## src/htli_queue.sv

```systemverilog
// two entry fifo between front and back end
// depends on nothing
module htli_queue #(
    parameter int W = 8
) (
    input  logic         i_clk,
    input  logic         i_rst_n,
    input  logic         i_valid,
    output logic         o_ready,
    input  logic [W-1:0] i_data,
    output logic         o_valid,
    input  logic         i_ready,
    output logic [W-1:0] o_data
);
    logic [W-1:0] r_mem [2];
    logic         r_wp, r_rp;
    logic [1:0]   r_cnt;
    logic         w_push, w_pop;

    assign o_ready = r_cnt != 2'd2;
    assign o_valid = r_cnt != 2'd0;
    assign o_data  = r_mem[r_rp];
    assign w_push  = i_valid && o_ready;
    assign w_pop   = o_valid && i_ready;

    always_ff @(posedge i_clk) begin
        if (!i_rst_n) begin
            r_wp  <= 1'b0;
            r_rp  <= 1'b0;
            r_cnt <= 2'd0;
        end else begin
            if (w_push) r_wp <= !r_wp;
            if (w_pop)  r_rp <= !r_rp;
            r_cnt <= r_cnt + {1'b0, w_push} - {1'b0, w_pop};
        end
        if (w_push) r_mem[r_wp] <= i_data;
    end
endmodule

```

## config.mk

```make
export PLATFORM = sky130hd
export DESIGN_NAME = htli_queue
export DESIGN_NICKNAME = d
export VERILOG_FILES = /design/src/htli_queue.sv
export SDC_FILE = /design/constraint.sdc
export NUM_CORES = 1
export LEC_CHECK = 0
export ABC_AREA = 0
export BUFFER_PORTS_ARGS = -buffer_cell sky130_fd_sc_hd__buf_4
export CAP_MARGIN = 10
export CELL_PAD_IN_SITES_DETAIL_PLACEMENT = 0
export CELL_PAD_IN_SITES_GLOBAL_PLACEMENT = 1
export CORE_MARGIN = 1.5
export CORE_UTILIZATION = 43
export DETAILED_ROUTE_END_ITERATION = 8
export GPL_ROUTABILITY_DRIVEN = 0
export PLACE_DENSITY = 0.78
export SETUP_SLACK_MARGIN = 0.15
export SYNTH_ARGS = -nofsm -noshare
export SYNTH_HDL_FRONTEND = slang
export SYNTH_SLANG_ARGS = --single-unit
```

## constraint.sdc

```tcl
create_clock -name i_clk -period 3.5 [get_ports i_clk]
set_input_delay 0.175 -clock i_clk [delete_from_list [all_inputs] [get_ports i_clk]]
set_output_delay 0.175 -clock i_clk [all_outputs]
set_load 0.01 [all_outputs]
```

## Yosys cells after proc, flatten, opt, wreduce, memory -nomap -nowiden

Memories as Yosys holds them, arrays and structs flattened. A register that Yosys moved wholly into a read port is not among the register bits.
Index checks and enable logic that the tools add are counted.

| operators by class | value |
|---|---|
| reduce and logical (&&, ||, !) cells | 5 |
| divide/modulo/power cells | 0 |
| multiplexer cells | 4 |
| bitwise logic cells | 0 |
| eq/ne operators | 1 |
| shift operators | 0 |
| add/subtract/negate cells | 2 |
| multipliers | 0 |
| order comparisons | 0 |

Operator list:

| kind | number |
|---|---|
| 1-bit two-way mux | 4 |
| 2-bit by 1-bit adder with 2-bit output | 1 |
| 1-bit logical AND | 2 |
| 1-bit zero test | 2 |
| 2-bit inequality test (second input constant) | 1 |
| 2-bit nonzero test | 1 |
| 2-bit by 1-bit subtractor with 2-bit output | 1 |

| word-level totals | value |
|---|---|
| register bits after elaboration | 4 |
| bits in writable memories | 16 |
| output and inout port bits | 10 |
| bits of input ports | 12 |
| ROM bits | 0 |
| memories | 1 |
| latch bits | 0 |

Memory list:

| memory | words | bits a word | read ports | clocked after memory_dff | write ports | RTL line | text |
|---|---|---|---|---|---|---|---|
| r_mem | 2 | 8 | 1 | 1 | 1 | 15 | `logic [W-1:0] r_mem [2];` |

## Depth between registers and ports, before layout

| logic depth | value |
|---|---|
| depth after elaboration | 4 |
| depth in mapped cells | 6 |
| depth with buffers taken out | 6 |

## Worst setup path after synthesis

No wires, ideal clock.

| timing path | value |
|---|---|
| path type | register to register |
| start | reg r_cnt[1] |
| end | reg r_cnt[1] |
| setup time | 0.124 ns |
| cell stages (with the launch flop) | 7 |
| arrival time | 1.204 ns |
| setup slack | 2.172 ns |
| path buffers | 0 |
| cells stage by stage | dfxtp_1 -> and2b_1 -> o21ba_2 -> nor2_1 -> ha_1 -> nor4_1 -> nor3_1 |

| on the way | value |
|---|---|
| word-level cells in the longest chain between the ends | 4 |
| elaborated cells on any way between the ends | 6 |

Ends and longest elaborated chain:

| item | RTL line | text |
|---|---|---|
| start, declared | 17 | `logic [1:0] r_cnt;` |
| start signal, assigned | 34 | `r_cnt <= r_cnt + {1'b0, w_push} - {1'b0, w_pop};` |
| 2-bit inequality test | 20 | `assign o_ready = r_cnt != 2'd2;` |
| 1-bit logical AND | 23 | `assign w_push = i_valid && o_ready;` |
| 2-bit by 1-bit adder with 2-bit output | 34 |  |
| 2-bit by 1-bit subtractor with 2-bit output * | 34 |  |

Mark *: on every way between the ends. The rest lies on a longest branch, timed or not.
A chain may end at the register's enable or synchronous reset.

==> flow_summary.toml <==
[clocking]
htreeDepth = 1
worstSkewPairLatency_ns = 0.30
cts_tree = "yes"
cts.repair.resized = 0
cts_sinks = 21
cts-buffers-inserted = 3
post_cts_buffers = 0
cts_hold_buf = 0
cts-root-buf = "clkbuf_4"
path_clk_slew_ns = 0.11
clk_path_buf_depth = 2

[synthesis]
synth_largest_area_cell = "edfxtp_1"
yosys_register_bits = 21
async_reset_ff_frac = 0
syn_area_per_cell_um2 = 15.2
ys_types = 23
ys.flop_type = "edfxtp_1"
synth_area_um2 = 836
yosysSeqAreaShare = 0.695
synthCells = 55
synth.top_cell.area_share = 0.575
syn_nets = 68
synthTopCellsByArea = "edfxtp_1 57%, dfxtp_1 12%, mux2_2 11%, nor2_1 1.8%, and3_1 1.5%"
ys_top_cells_by_count = "16 x edfxtp_1, 8 x mux2_2, 5 x dfxtp_1, 4 x nor2_1"
synth.most_common_cell = "edfxtp_1"
synth-edff-count = 16
yosys_warnings = 0

[global_route]
overflow = 0
grt_usage = 0.125
antenna_found_initial = 0
grt_pass1_vias = 426
grt_max_degree = 12
grt_pass1_wl_um = 1830

[timing]
max_freq_mhz = 653
fin_tns_setup_ns = 0
fin_worst_skew_ns = 0.00599
tightest_slew_ns = 0.379
rsz0062_at_grt = "false"
min_period_ns = 1.53
drv_slew = 0
hold_slack_ns = 0.0571
slew_headroom = 0.744
setup_viol = 0
final-hold-violation-count = 0
period_share = 0.438

[hold_path]
hp-class = "in -> reg"
whs_path_depth = 1

[finish]
design_area_mm2 = 0.00105
utilization = 0.587
fillCellCount = 151
area_growth_pct = 25.1
drive_above_1_share = 0.443
multi_input_area_um2 = 243
regArea_um2 = 581
num-nets-final = 93
diodes = 0

[worst_setup_path]
worstPathArrival_ns = 1.36
slowest_stage = "dfxtp_1"
path_max_fanout = 8
worst_setup_path_end_kind = "output port"
r2r_cells = 6
slowest_delay_ns = 0.54
start_kind = "register"
crit_required_ns = 3.32
crit_type = "reg -> out"
crit_chain = "mux2_2 -> buf_4"

[detailed_routing]
viasPerCell = 4.91
first_pass_iters = 4
drtIter0Drc = 7
finalWirelength_um = 1280
routedWlPerCell_um = 12.3
drc = 0
vias = 511
ant_nets = 0

[floorplan]
core-area_mm2 = 0.00178
die_h_um = 47.1
num_rows = 15
die-area_mm2 = 0.00222
num_io_pins = 22
start_util = 0.469
die_w_um = 47.1

[status]
status = "finished, final reports clean"

[power_and_ir_drop]
p_leak_nw = 0.415
power.density_mw_per_mm2 = 580
peakVddDrop_mv = 0.300
p_total_w = 0.000607

[place]
place_area_mm2 = 0.00102
portBuffers = 21
dpl.hpwl_um = 933

[job]
drv_cap = 0
==> routing by layer <==
metal,part of all wire,vias to the layer above,track usage
met3,0.047,4,0.0346
met1,0.47,241,0.154
met5,0,-,0
met4,0.019,0,0.0667
met2,0.46,14,0.200
li1,-,252,-
==> through the flow <==
stage,worst slack [ns],cells
floorplan,2.17,55
global placement,2.14,100
detailed placement,2.04,100
CTS,1.94,104
global route,1.90,104
finish,1.97,104
==> final timing paths <==
kind,from,to,slack (ns)
setup / recovery,register,o_data[5],1.97
setup reg to reg,r_cnt[1]$_SDFF_PN0_,r_cnt[1]$_SDFF_PN0_,2.02
hold reg to reg,r_rp$_SDFFE_PN0P_,register,0.53
hold / removal,i_data[0],r_mem[1][0]$_DFFE_PP_,0.06
==> logic make-up (layout without fill, tap and decap cells) <==
family / after synthesis / in the layout / share of synthesized area
fa+ha+maj: 1 / 1 / 0.0150
mux: 8 / 8 / 0.108
compound gates: 6 / 6 / 0.0524
xor+xnor: 1 / 1 / 0.0105
simple gates: 15 / 15 / 0.105
buf+inv: 3 / 27 / 0.0150
flops: 21 / 21 / 0.695
==> state kept, by name, summed over array words and instances, names as in the netlist, named ones only <==
| signal | flops |
|---|---|
| r_wp | 1 |
| r_rp | 1 |
| r_cnt | 2 |
| r_mem | 16 |
==> critical path, delay by kind of cell (launching register included) <==
| kind | cells | cell delay (ns) |
|---|---|---|
| muxes | 1 | 0.38 |
| DFF | 1 | 0.54 |
| buffers and inverters | 1 | 0.14 |
==> layout make-up <==
| class | instances | area share |
|---|---|---|
| Clock buffer | 4 | 0.0251 |
| Multi-Input combinational cell | 31 | 0.232 |
| Timing Repair Buffer | 21 | 0.151 |
| Inverter | 2 | 0.00718 |
| Tap cell | 25 | 0.0299 |
| Sequential cell | 21 | 0.555 |
==> power breakdown <==
part,switching (W),internal [W]
Combinational,0.0000675,0.0000969
Sequential,0.0000260,0.000304
Clock,0.0000674,0.0000444
==> cells in the final DEF, fill, tap and decap left out, drive strengths merged <==
| cell type | instances |
|---|---|
| o31a | 1 |
| edfxtp | 16 |
| inv | 2 |
| and2b | 1 |
| o21ai | 2 |
| nor3 | 1 |
| nand2b | 1 |
| or2 | 1 |
| nor4 | 1 |
| xor2 | 1 |
| and2 | 1 |
| o21ba | 1 |
| a21oi | 1 |
| nor2 | 4 |
| clkbuf | 4 |
| buf | 21 |
| nor4bb | 1 |
| ha | 1 |
| mux2 | 8 |
| nand3b | 1 |
| nand3 | 1 |
| dfxtp | 5 |
| a21bo | 1 |
| and3 | 2 |
Note: power is estimated with default switching activity, not from simulation.
