===== config.mk =====
export PLATFORM = sky130hd
export DESIGN_NAME = htli_front
export DESIGN_NICKNAME = d
export VERILOG_FILES = /design/src/htli_pkg.sv /design/src/htli_front.sv
export SDC_FILE = /design/constraint.sdc
export NUM_CORES = 1
export LEC_CHECK = 0
export ABC_CLOCK_PERIOD_IN_PS = 6100
export BUFFER_PORTS_ARGS = -buffer_cell sky130_fd_sc_hd__buf_4
export CORE_AREA = 2 2 97 99
export DETAILED_ROUTE_END_ITERATION = 8
export DIE_AREA = 0 0 99 101
export PLACE_DENSITY_LB_ADDON = 0.08
export RECOVER_POWER = 25
export SLEW_MARGIN = 20
export SYNTH_ARGS = -nofsm -noshare
export SYNTH_HDL_FRONTEND = slang
export SYNTH_SLANG_ARGS = --single-unit
export TNS_END_PERCENT = 100

===== constraint.sdc =====
create_clock -name i_clk -period 6.1 [get_ports i_clk]
set_input_delay 0 -clock i_clk [delete_from_list [all_inputs] [get_ports i_clk]]
set_output_delay 0 -clock i_clk [all_outputs]
set_load 0.01 [all_outputs]

===== src/htli_pkg.sv =====
// shared constants, types and hash helpers for the hash table core
// no dependencies
package htli_pkg;

    localparam int NumBucketsDef = 256;
    localparam int WaysDef       = 4;
    localparam int KeyBytesDef   = 8;

    localparam logic [63:0] DjbStart = 64'd5381;
    localparam int          DjbShift = 5;

    localparam logic       CmdGet = 1'b0;
    localparam logic       CmdPut = 1'b1;

    localparam logic [1:0] StAbsent = 2'd0;
    localparam logic [1:0] StFound  = 2'd1;
    localparam logic [1:0] StFull   = 2'd2;

    typedef struct packed {
        logic        cmd;
        logic [63:0] key;
        logic [31:0] value;
    } t_req;

    typedef struct packed {
        logic [1:0]  status;
        logic [31:0] value_out;
        logic [10:0] entry_count;
    } t_rsp;

    // one djb2 step: h*33 plus sign-extended byte
    function automatic logic [63:0] djb_step(input logic [63:0] h, input logic [7:0] b);
        return (h << DjbShift) + h + {{56{b[7]}}, b};
    endfunction

endpackage


===== src/htli_front.sv =====
// front end: masks the key and hashes it one byte per cycle into a bucket
// depends on htli_pkg
module htli_front #(
    parameter int NUM_BUCKETS = htli_pkg::NumBucketsDef,
    parameter int KEY_BYTES   = htli_pkg::KeyBytesDef,
    parameter int BW          = (NUM_BUCKETS > 1) ? $clog2(NUM_BUCKETS) : 1
) (
    input  logic          i_clk,
    input  logic          i_rst_n,
    input  logic          i_valid,
    output logic          o_ready,
    input  htli_pkg::t_req i_req,
    output logic          o_valid,
    input  logic          i_ready,
    output htli_pkg::t_req o_req,
    output logic [BW-1:0] o_bucket
);
    localparam int CW = $clog2(KEY_BYTES + 1);
    localparam logic [CW-1:0] LastByte = CW'(KEY_BYTES - 1);

    logic          r_busy, n_busy;
    logic          r_done, n_done;
    logic [CW-1:0] r_idx,  n_idx;
    logic [63:0]   r_hash, n_hash;
    htli_pkg::t_req r_req;
    logic [63:0]   w_mask;
    logic [2:0]    w_bidx;
    logic [7:0]    w_byte;
    logic [BW-1:0] w_bucket;
    logic          w_bkt_ok;

    assign w_mask = (KEY_BYTES >= 8) ? '1 : ((64'd1 << (8 * KEY_BYTES)) - 64'd1);
    assign w_bidx = 3'(r_idx);
    assign w_byte = r_req.key[8 * w_bidx +: 8];
    assign o_ready = !r_busy;

    // power of two bucket count is a mask, otherwise reduce the hash
    // one hex digit per cycle from the top after hashing ends
    if (NUM_BUCKETS == 1) begin : g_one
        assign w_bucket = '0;
        assign w_bkt_ok = 1'b1;
    end else if ((NUM_BUCKETS & (NUM_BUCKETS - 1)) == 0) begin : g_pow2
        assign w_bucket = r_hash[BW-1:0];
        assign w_bkt_ok = 1'b1;
    end else begin : g_mod
        localparam int RW = BW + 5;
        logic          r_mdone;
        logic [3:0]    r_nidx;
        logic [BW-1:0] r_res;
        logic [RW-1:0] w_t;

        // 16*res + digit is below 16*NUM_BUCKETS, five compare-subtracts bring it below NUM_BUCKETS
        always_comb begin
            w_t = RW'({r_res, r_hash[4 * r_nidx +: 4]});
            for (int s = 4; s >= 0; s--) begin
                if (w_t >= RW'(NUM_BUCKETS << s)) w_t = w_t - RW'(NUM_BUCKETS << s);
            end
        end

        always_ff @(posedge i_clk) begin
            if (!i_rst_n) begin
                r_mdone <= 1'b0;
            end else if (!r_busy && i_valid) begin
                r_mdone <= 1'b0;
            end else if (r_busy && r_done && !r_mdone && r_nidx == 4'd0) begin
                r_mdone <= 1'b1;
            end
            if (!r_busy && i_valid) begin
                r_nidx <= 4'd15;
                r_res  <= '0;
            end else if (r_busy && r_done && !r_mdone) begin
                r_nidx <= r_nidx - 4'd1;
                r_res  <= BW'(w_t);
            end
        end

        assign w_bucket = r_res;
        assign w_bkt_ok = r_mdone;
    end

    always_comb begin
        n_busy = r_busy;
        n_done = r_done;
        n_idx  = r_idx;
        n_hash = r_hash;
        if (!r_busy) begin
            if (i_valid) begin
                n_busy = 1'b1;
                n_done = 1'b0;
                n_idx  = '0;
                n_hash = htli_pkg::DjbStart;
            end
        end else if (!r_done) begin
            n_hash = htli_pkg::djb_step(r_hash, w_byte);
            n_idx  = r_idx + CW'(1);
            if (r_idx == LastByte) n_done = 1'b1;
        end else if (i_ready && w_bkt_ok) begin
            n_busy = 1'b0;
            n_done = 1'b0;
        end
    end

    always_ff @(posedge i_clk) begin
        if (!i_rst_n) begin
            r_busy <= 1'b0;
            r_done <= 1'b0;
            r_idx  <= '0;
        end else begin
            r_busy <= n_busy;
            r_done <= n_done;
            r_idx  <= n_idx;
        end
        r_hash <= n_hash;
        if (!r_busy && i_valid) begin
            r_req <= '{cmd: i_req.cmd, key: i_req.key & w_mask, value: i_req.value};
        end
    end

    assign o_valid  = r_busy && r_done && w_bkt_ok;
    assign o_req    = r_req;
    assign o_bucket = w_bucket;
endmodule


* Word-level counts from Yosys, hierarchy flattened
Index checks and enable logic that the tools add are counted.
Widths: inputs -> output; s select.
** Operators by class
- $mul :: 0
- Bitwise operators :: 0
- Muxes and demuxes :: 14
- Shift-type cells :: 1
- Equal/unequal tests :: 2
- Order comparisons :: 0
- Add/subtract/negate cells :: 3
- Reduce and logical (&&, ||, !) cells :: 5
- Divide/modulo/power cells :: 0
** Operators by type and width (number)
- $mux 64 :: 3
- $add 64x64->64 :: 2
- $shiftx 64x7->8 :: 1
- $mux 4 :: 3
- $mux 1 :: 8
- $add 4x1->4 const B :: 1
- $eq 4x3->1 const B :: 1
- $logic_and 1x1->1 :: 2
- $ne 2x2->1 const B :: 1
- $reduce_and 2->1 :: 1
- $reduce_bool 2->1 :: 1
- $logic_not 1->1 :: 1
** Word-level totals
- Memories :: 0
- ROM bits :: 0
- Word-level logic and storage cells :: 32
- Bits in latches :: 0
- Bits of input ports :: 101
- Output and inout port bits :: 107
- Register bits :: 167
- RAM bits :: 0

* Longest topological paths before layout
Gate-level depths: netlist (run 1).
- Depth in word-level cells :: 4
- Depth in mapped cells :: 12
- Depth with buffers taken out :: 10

* Least setup slack after synthesis (run 1)
No wires, ideal clock.
- Kind :: register -> register
- From :: register r_busy
- To :: register r_idx[3]
- Cell stages (with the launch flop) :: 8
- Arrival time :: 3.284 ns
- Setup time :: 0.114 ns
- Required time :: 5.986 ns
- Setup slack :: 2.701 ns
- Clock period less this slack :: 3.399 ns
- Buffers on the path :: 0
- Cell sequence :: dfxtp_1 nand2b_1 inv_1 a21oi_1 inv_1 nand4_1 xor2_1 nor2_1
** Between the ends
- Word-level cells in the longest chain between the ends :: 2
- Elaborated cells between the ends (all ways) :: 4
- Those cells by class :: 1 x eq/ne; 1 x mux; 2 x reduce/logical
** Ends and longest elaborated chain
- start, declared :: RTL line htli_front.sv:21 : logic r_busy, n_busy;
- start signal, assigned :: RTL line htli_front.sv:109 : r_busy <= n_busy;
- $ne 2x2->1 (no source line) / $reduce_bool 2->1 (equally long branches)
- $reduce_and 2->1 (no source line)
- end signal, assigned :: RTL line htli_front.sv:111 : r_idx <= n_idx;
- end, declared :: RTL line htli_front.sv:23 : logic [CW-1:0] r_idx, n_idx;
Several ways; a longest one is shown, not always the timed one.
A chain may end at the register's enable or synchronous reset.

* Worst setup path in the final report (run 1)
- From :: register r_idx[0]
- To :: register r_hash[7], data pin
** Between the ends
- Word-level cells in the longest chain between the ends :: 4
** Ends and longest elaborated chain
- $shiftx 64x7->8 :: RTL line htli_front.sv:34 : assign w_byte = r_req.key[8 * w_bidx +: 8];
- $add 64x64->64 :: RTL line htli_pkg.sv:33 : return (h << DjbShift) + h + {{56{b[7]}}, b};
- $mux 64 :: RTL line htli_front.sv:93 : end else if (!r_done) begin
- $mux 64 :: RTL line htli_front.sv:86 : if (!r_busy) begin
- end signal, assigned :: RTL line htli_front.sv:113 : r_hash <= n_hash;
- end, declared :: RTL line htli_front.sv:24 : logic [63:0] r_hash, n_hash;
No other way between the ends. The select of a mux whose other input is x is not followed.

==> summary.md, run 1 <==
| Metric | Value |
|---|---|
| Total Wirelength | 12510 um |
| H-tree depth | 3 |
| Largest net degree at the start of global routing | 67 |
| F_max | between 200 and 300 MHz |
| I/O Buffers | 207 |
| Max Cap Viol | 0 |
| Cells after Synth | 216 |
| Final hold violations | 0 |
| Arrival time worst endpoint | 3.81 ns |
| VDD IR-drop max | 0.1701 mV |
| Sequential share of the synthesized area | approximately three quarters |
| Avg WL per Cell | ~19 um |
| Slowest stage delay, CP | 0.73 ns |
| Post-synth EDFFs | roughly 110 |
| Pwr Density | 246.6 nW/um^2 |
| Initial DRC count | 118 |
| Antenna Violating Nets Remaining | 0 |
| First-pass GRT wire length | ~19000 um |
| Worst Path Class, Setup | flop to flop |
| Slew margin rel. | 41.85% |
| Vias/cell | 4.998 |
| CP Cell Sequence | mux4_1 > mux2_2 > ha_1 > ha_1 > fa_1 > a211oi_1 > o21bai_1 > a21oi_1 > xnor2_1 > nor2_1 |
| TritonCTS buffer count | 9 |
| Final max-slew violation count | 0 |
| Initial antenna violation count | 0 |
| FF+latch count, synth | roughly 110 |
| Setup TNS | 0 ns |
| Resized cells post-CTS | 0 |
| Worst endpoint required time | just over 6 ns |
| Initial Utilization | 48.40% |
| Clock buffer depth | 2 |
| Max stage delay cell, worst path | dfxtp_2 |
| Clock Sinks | 111 |
| Post-route DRC | 0 |
| Ports | 208 |
| Status | completed |
| DIE WIDTH | 99 um |
| Endpoint class of the critical path | flop |
| Core box area | ~9000 um^2 |
| Final Setup Violations | 0 |
| Clock Pin Slew Worst Setup and Hold Paths | 0.12 ns |
| Die height | roughly 100 um |
| Post-CTS Setup Bufs | 0 |
| Fin nets | 646 |
| Placed instance area | 6016 um^2 |
| Clock tree from TritonCTS | built |
| Worst slew pin tran | approximately 0.87 ns |
| Period Utilization, post-route | 60.54% |
| Total track usage | 25.04% |
| Share of cells above drive strength 1 | 44.67% |
| Clock root cell | clkbuf_8 |
| Worst Hold Class | input port to flop |
| Post-route clock skew | 0.01738 ns |
| Distinct cells, synth | 37 |
| Die Area | 9999 um^2 |
| Vias in the first global route | 3476 |
| CTS Hold Buffers Added | 101 |
| Clock Latency Late Sink | ~0.37 ns |
| Power, Total | between 0.0015 and 0.002 W |
| Syn Area/Cell | 20.12 um^2 |
| Core Rows | 35 |
| Highest net fanout along the worst path | 20 |
| DR pass1 iterations | 4 |
| Via count | 3229 |
| LEAKAGE | 2.977 nW |
| Primary FF master, synth | edfxtp_1 |
| Non-Filler Cell Area, Final | roughly 7200 um^2 |
| Ant diodes | 0 |
| P&R area growth vs syn | 66.71% |
| Mapped cell area | 4345 um^2 |
| Crit path time final | roughly 3.7 ns |
| Post-detailed-placement half-perimeter wirelength | 8092 um |
| Most frequent CP cell | ha_1 |
| Syn Nets | 332 |
| Crit start category | flop |
| RSZ-0062 raised after global routing | no |
| GP Congestion | 0.8303 |
| Warnings, synthesis | 0 |
| Gr ovfl total | 0 |
| Asr flop ratio synth | 0% |
## stage by stage
step / instances / hold slack (ns) / util, % / setup WS (ns)
global placement: 529 / 0.1781 / 67.01 / 2.153
floorplan: 216 / 0.09887 / - / 2.701
global route: 646 / 0.3517 / 80.70 / 2.192
detailed placement: 529 / 0.1793 / 67.01 / 2.014
finish: 646 / 0.3526 / 80.70 / 2.407
CTS: 646 / 0.3272 / 80.68 / 1.992
## report_power, final
part	leakage (nW)	switching (W)	internal (W)
clock network	0.107	0.000270	0.000202
logic	1.82	0.000159	0.000220
registers	1.05	0.0000374	0.000898
## synthesized netlist by cell type, types with 2 or more instances
library cell / instances / share of area [%]
a211oi_1: 2 / 0.35
a21o_1: 3 / 0.52
a21oi_1: 4 / 0.46
and2_1: 2 / 0.29
clkbuf_1: 3 / 0.26
dfxtp_1: 6 / 2.8
edfxtp_1: 105 / 73
fa_1: 3 / 1.4
ha_1: 12 / 3.5
inv_1: 8 / 0.69
mux2_2: 6 / 1.6
mux2i_1: 2 / 0.46
mux4_1: 8 / 4.8
mux4_2: 8 / 4.1
nand2_1: 5 / 0.43
nand2b_1: 3 / 0.43
nor2_1: 7 / 0.60
nor2b_1: 2 / 0.29
o21ai_0: 4 / 0.46
xnor2_1: 4 / 0.81
xor2_1: 3 / 0.60
## state kept, by name, indices dropped and copies added, names as in the netlist
signal and count:
o_req 97, r_busy 1, r_done 1, r_hash 8, r_idx 4
## cells by family (layout without fill, tap and decap cells)
family          count (synthesis)  after routing  synth area share [%]
compound gates                 17             17                 2.476
xor+xnor                        7              7                 1.411
fa+ha+maj                      15             15                 4.837
buf+inv                        14            333                 1.411
flops                         111            111                 75.32
mux                            24             24                 11.00
simple gates                   28             28                 3.542
## per-layer routing
| metal | part of all wire [%] | GRT usage [%] | wire length, um |
|---|---|---|---|
| met1 | 36 | 28.90 | 4537 |
| met5 | 0 | 0 | 0 |
| met3 | 6.2 | 5.825 | 777 |
| met4 | 1.8 | 7.692 | 231 |
| met2 | 56 | 46.31 | 6960 |
## worst max-delay path, delay by kind of cell (launching register included)
family | cells | cell delay (ns)
compound gates | 3 | 0.65
xor+xnor | 1 | 0.13
fa+ha+maj | 3 | 0.93
flops | 1 | 0.73
mux | 2 | 0.92
simple gates | 1 | 0.05
## placed cells by master, fill, tap and decap left out, types with 2 or more instances in the layout
master and count:
dlygate4sd3_1 101, ha_1 12, and2_1 2, mux4_2 8
a21oi_1 4, xnor2_1 4, o21ai_0 4, xor2_1 3
dfxtp_1 5, edfxtp_1 105, mux2_2 6, clkbuf_4 80
nand2b_1 3, fa_1 3, nand2_1 5, clkinv_8 2
nor2b_1 2, clkbuf_8 9, mux2i_1 2, buf_4 128
inv_1 7, inv_6 3, nor2_1 7, mux4_1 8
a21o_1 3, a211oi_1 2
## area by class of cell
| cell class | instances | area [um^2] |
|---|---|---|
| fillers | 446 | 1733 |
| inverters | 8 | 31.28 |
| clock buffers | 10 | 127.6 |
| well taps | 111 | 138.9 |
| repair buffers | 309 | 2572 |
| flip-flops and latches | 111 | 3274 |
| multi-input cells | 91 | 1011 |
| clock inverters | 6 | 88.84 |
## path summary, 6_finish.rpt
check | to | from | slack [ns] | depth (start not counted)
setup / recovery | r_hash[7] | r_idx[0] | 2.41 | 10
hold reg to reg | r_idx[3] | r_idx[3] | 0.60 | 2
setup reg to reg | r_hash[7] | r_idx[0] | 2.41 | 10
hold / removal | o_req[15] | i_req[15] | 0.35 | 2
Note: power is estimated with default switching activity, not from simulation.
==> inputs of run 2 (changes only) <==
--- a/config.mk
+++ b/config.mk
@@ -5,11 +5,11 @@
 export SDC_FILE = /design/constraint.sdc
 export NUM_CORES = 1
 export LEC_CHECK = 0
-export ABC_CLOCK_PERIOD_IN_PS = 6100
+export ABC_CLOCK_PERIOD_IN_PS = 3180
 export BUFFER_PORTS_ARGS = -buffer_cell sky130_fd_sc_hd__buf_4
-export CORE_AREA = 2 2 97 99
+export CORE_AREA = 2 2 105 107
 export DETAILED_ROUTE_END_ITERATION = 8
-export DIE_AREA = 0 0 99 101
+export DIE_AREA = 0 0 107 109
 export PLACE_DENSITY_LB_ADDON = 0.08
 export RECOVER_POWER = 25
 export SLEW_MARGIN = 20
==> constraint.sdc (replaced) <==
create_clock -name i_clk -period 3.18 [get_ports i_clk]
set_input_delay 0 -clock i_clk [delete_from_list [all_inputs] [get_ports i_clk]]
set_output_delay 0 -clock i_clk [all_outputs]
set_load 0.01 [all_outputs]
==> run 2 against run 1 <==
Effect of this change: clock-buffer cell count stayed put; wire length is 6.8% lower; total power is 85% higher.
==> summary.md, run 2 (synthesized netlist as in run 1, its figures left out) <==
| Metric | Value |
|---|---|
| Register area | 3274 um^2 |
| Multi-input gate area | between 1000 and 1500 um^2 |
| Die height | ~110 um |
| Post-route DRC | 0 |
| Largest net degree at the start of global routing | 98 |
| Status | completed |
| Antenna Violating Nets Remaining | 0 |
| Core box area | 10600 um^2 |
| Core Rows | 38 |
| Ant diodes | 0 |
| Crit start category | flop |
| Endpoint class of the critical path | flop |
| First-pass GRT wire length | ~18000 um |
| Max FFs per register | slightly below 100 |
| Worst Path Class, Setup | flop to flop |
| Highest net fanout along the worst path | 8 |
| DR pass1 iterations | 4 |
| DIE WIDTH | 107 um |
| Max Cap Viol | 0 |
| Initial DRC count | about 110 |
| Initial Utilization | 40.98% |
| Die Area | 11660 um^2 |
| Clock power share | a little under a quarter |
| LEAKAGE | 3.014 nW |
| Ports | between 200 and 250 |
| Period Utilization, post-route | 96.60% |
| Pint | 0.002462 W |
| Post-route clock skew | 0.01320 ns |
| Via count | 3202 |
| Clock Pin Slew Worst Setup and Hold Paths | 0.10 ns |
| Worst slew pin tran | between 0.5 and 0.6 ns |
| Vias/cell | 4.654 |
| Number of fillers in the final layout | 708 |
| F_max | 325.5 MHz |
| Gr ovfl total | 0 |
| Register share of total power | around 54% |
| Total Wirelength | 11660 um |
| TritonCTS buffer count | 9 |
| Clock tree from TritonCTS | built |
| Clock root cell | clkbuf_8 |
| Slew margin rel. | 63.37% |
| Leading cell type in the layout, fill and taps excluded | buf_4 |
| Worst endpoint required time | roughly 3.3 ns |
| Final hold violations | 0 |
| Share of cells above drive strength 1 | 46.53% |
| Arrival time worst endpoint | 3.19 ns |
| VDD IR-drop max | 0.3794 mV |
| Clock buffer depth | 2 |
| NetSw | between 0.0008 and 0.0009 W |
| H-tree depth | 3 |
| Final max-slew violation count | 0 |
| Most frequent cells in the layout | 137 x buf_4, 105 x edfxtp_1, 101 x dlygate4sd3_1 |
| Clock Latency Late Sink | 0.38 ns |
| Final Setup Violations | 0 |
| Switch share | 25.66% |
| Crit path time final | 3.072 ns |
| Initial antenna violation count | 1 |
| Combinational share of power | 23.3% |
| Power, Total | 0.003312 W |
| Post-detailed-placement half-perimeter wirelength | 7716 um |
| Fin util | a little over two thirds |
| I/O Buffers | a little over 200 |
| Total track usage | 20.79% |
| Fin nets | 659 |
| Vias in the first global route | 3560 |
| GP Congestion | slightly below 0.8 |
| Avg WL per Cell | 16.94 um |
| Pwr Density | 449.2 nW/um^2 |
| Clock Sinks | between 100 and 150 |
| Worst Hold Class | input port to flop |
| P&R area growth vs syn | 69.68% |
## run 2: cell types whose count changed in the layout (fill, tap and decap cells not counted), sizes merged
cell	change
buf	+14
bufinv	-1
clkbuf	-1
clkinv	-1
clkinvlp	+3
inv	-1
## run 2: per-layer routing
metal  wire length, um  vias to the layer above  GRT usage (%)  part of all wire, %
met4               320                        2          9.276                  2.7
met3              1047                       25          8.906                  9.0
met1              4127                     1519          22.16                   35
li1                  -                     1510              -                    -
met5                10                        -              0                0.086
met2              6150                      146          36.03                   53
## run 2: final timing paths
kind	startpoint	end	slack [ns]	depth (start not counted)
worst max-delay path	r_idx[0]	r_hash[6]	0.11	8
worst min register to register	r_idx[3]	r_idx[3]	0.52	2
worst min-delay path	i_req[26]	o_req[26]	0.34	2
worst max register to register	r_idx[0]	r_hash[6]	0.11	8
## run 2: stage by stage
stage                TNS (ns)  hold WS, ns  setup WS [ns]  cells  instance area (um^2)
floorplan                   0      0.09887        0.02151    216                  4364
global placement            0       0.1780        0.04407    568                  6162
detailed placement          0       0.1793       0.009958    568                  6162
CTS                         0       0.2932       0.009437    685                  7348
global route        -0.004942       0.3239      -0.004942    688                  7373
finish                      0       0.3431         0.1082    688                  7373
## run 2: worst max-delay path, stage by stage, from the launching register on
cell and delay, ns:
dfxtp_2 0.37, buf_6 0.12, buf_12 0.13, mux4_1 0.56, mux2_2 0.31, fa_1 0.44, ha_1 0.36, and4b_1 0.19
or3_1 0.33
## run 2: repair_timing
| item | 4_1_cts | 5_1_grt |
|---|---|---|
| setup endpoints to repair | 2 | 2 |
| buffers inserted | 0 | 3 |
| hold buffers | 101 | 0 |
| resized for setup | 2 | 6 |
| pin swaps | 0 | 7 |
| hold endpoints to repair | 103 | 0 |
## run 2: area by class of cell
cell class / count / area share [%]
repair buffers: 322 / 36.60
inverters: 8 / 0.4582
clock inverters: 6 / 0.5770
flip-flops and latches: 111 / 44.41
well taps: 140 / 2.376
multi-input cells: 91 / 13.85
clock buffers: 10 / 1.731
## run 2: power by group through the flow
stage / combinational, W / clock [W] / sequential [W]
after floorplan: 0.000302 / 0 / 0.00185
after global placement: 0.000657 / 0 / 0.00181
after detailed placement: 0.000662 / 0 / 0.00181
final: 0.000773 / 0.000761 / 0.00178
after CTS: 0.000768 / 0.000796 / 0.00178
after global routing: 0.000850 / 0.000836 / 0.00179
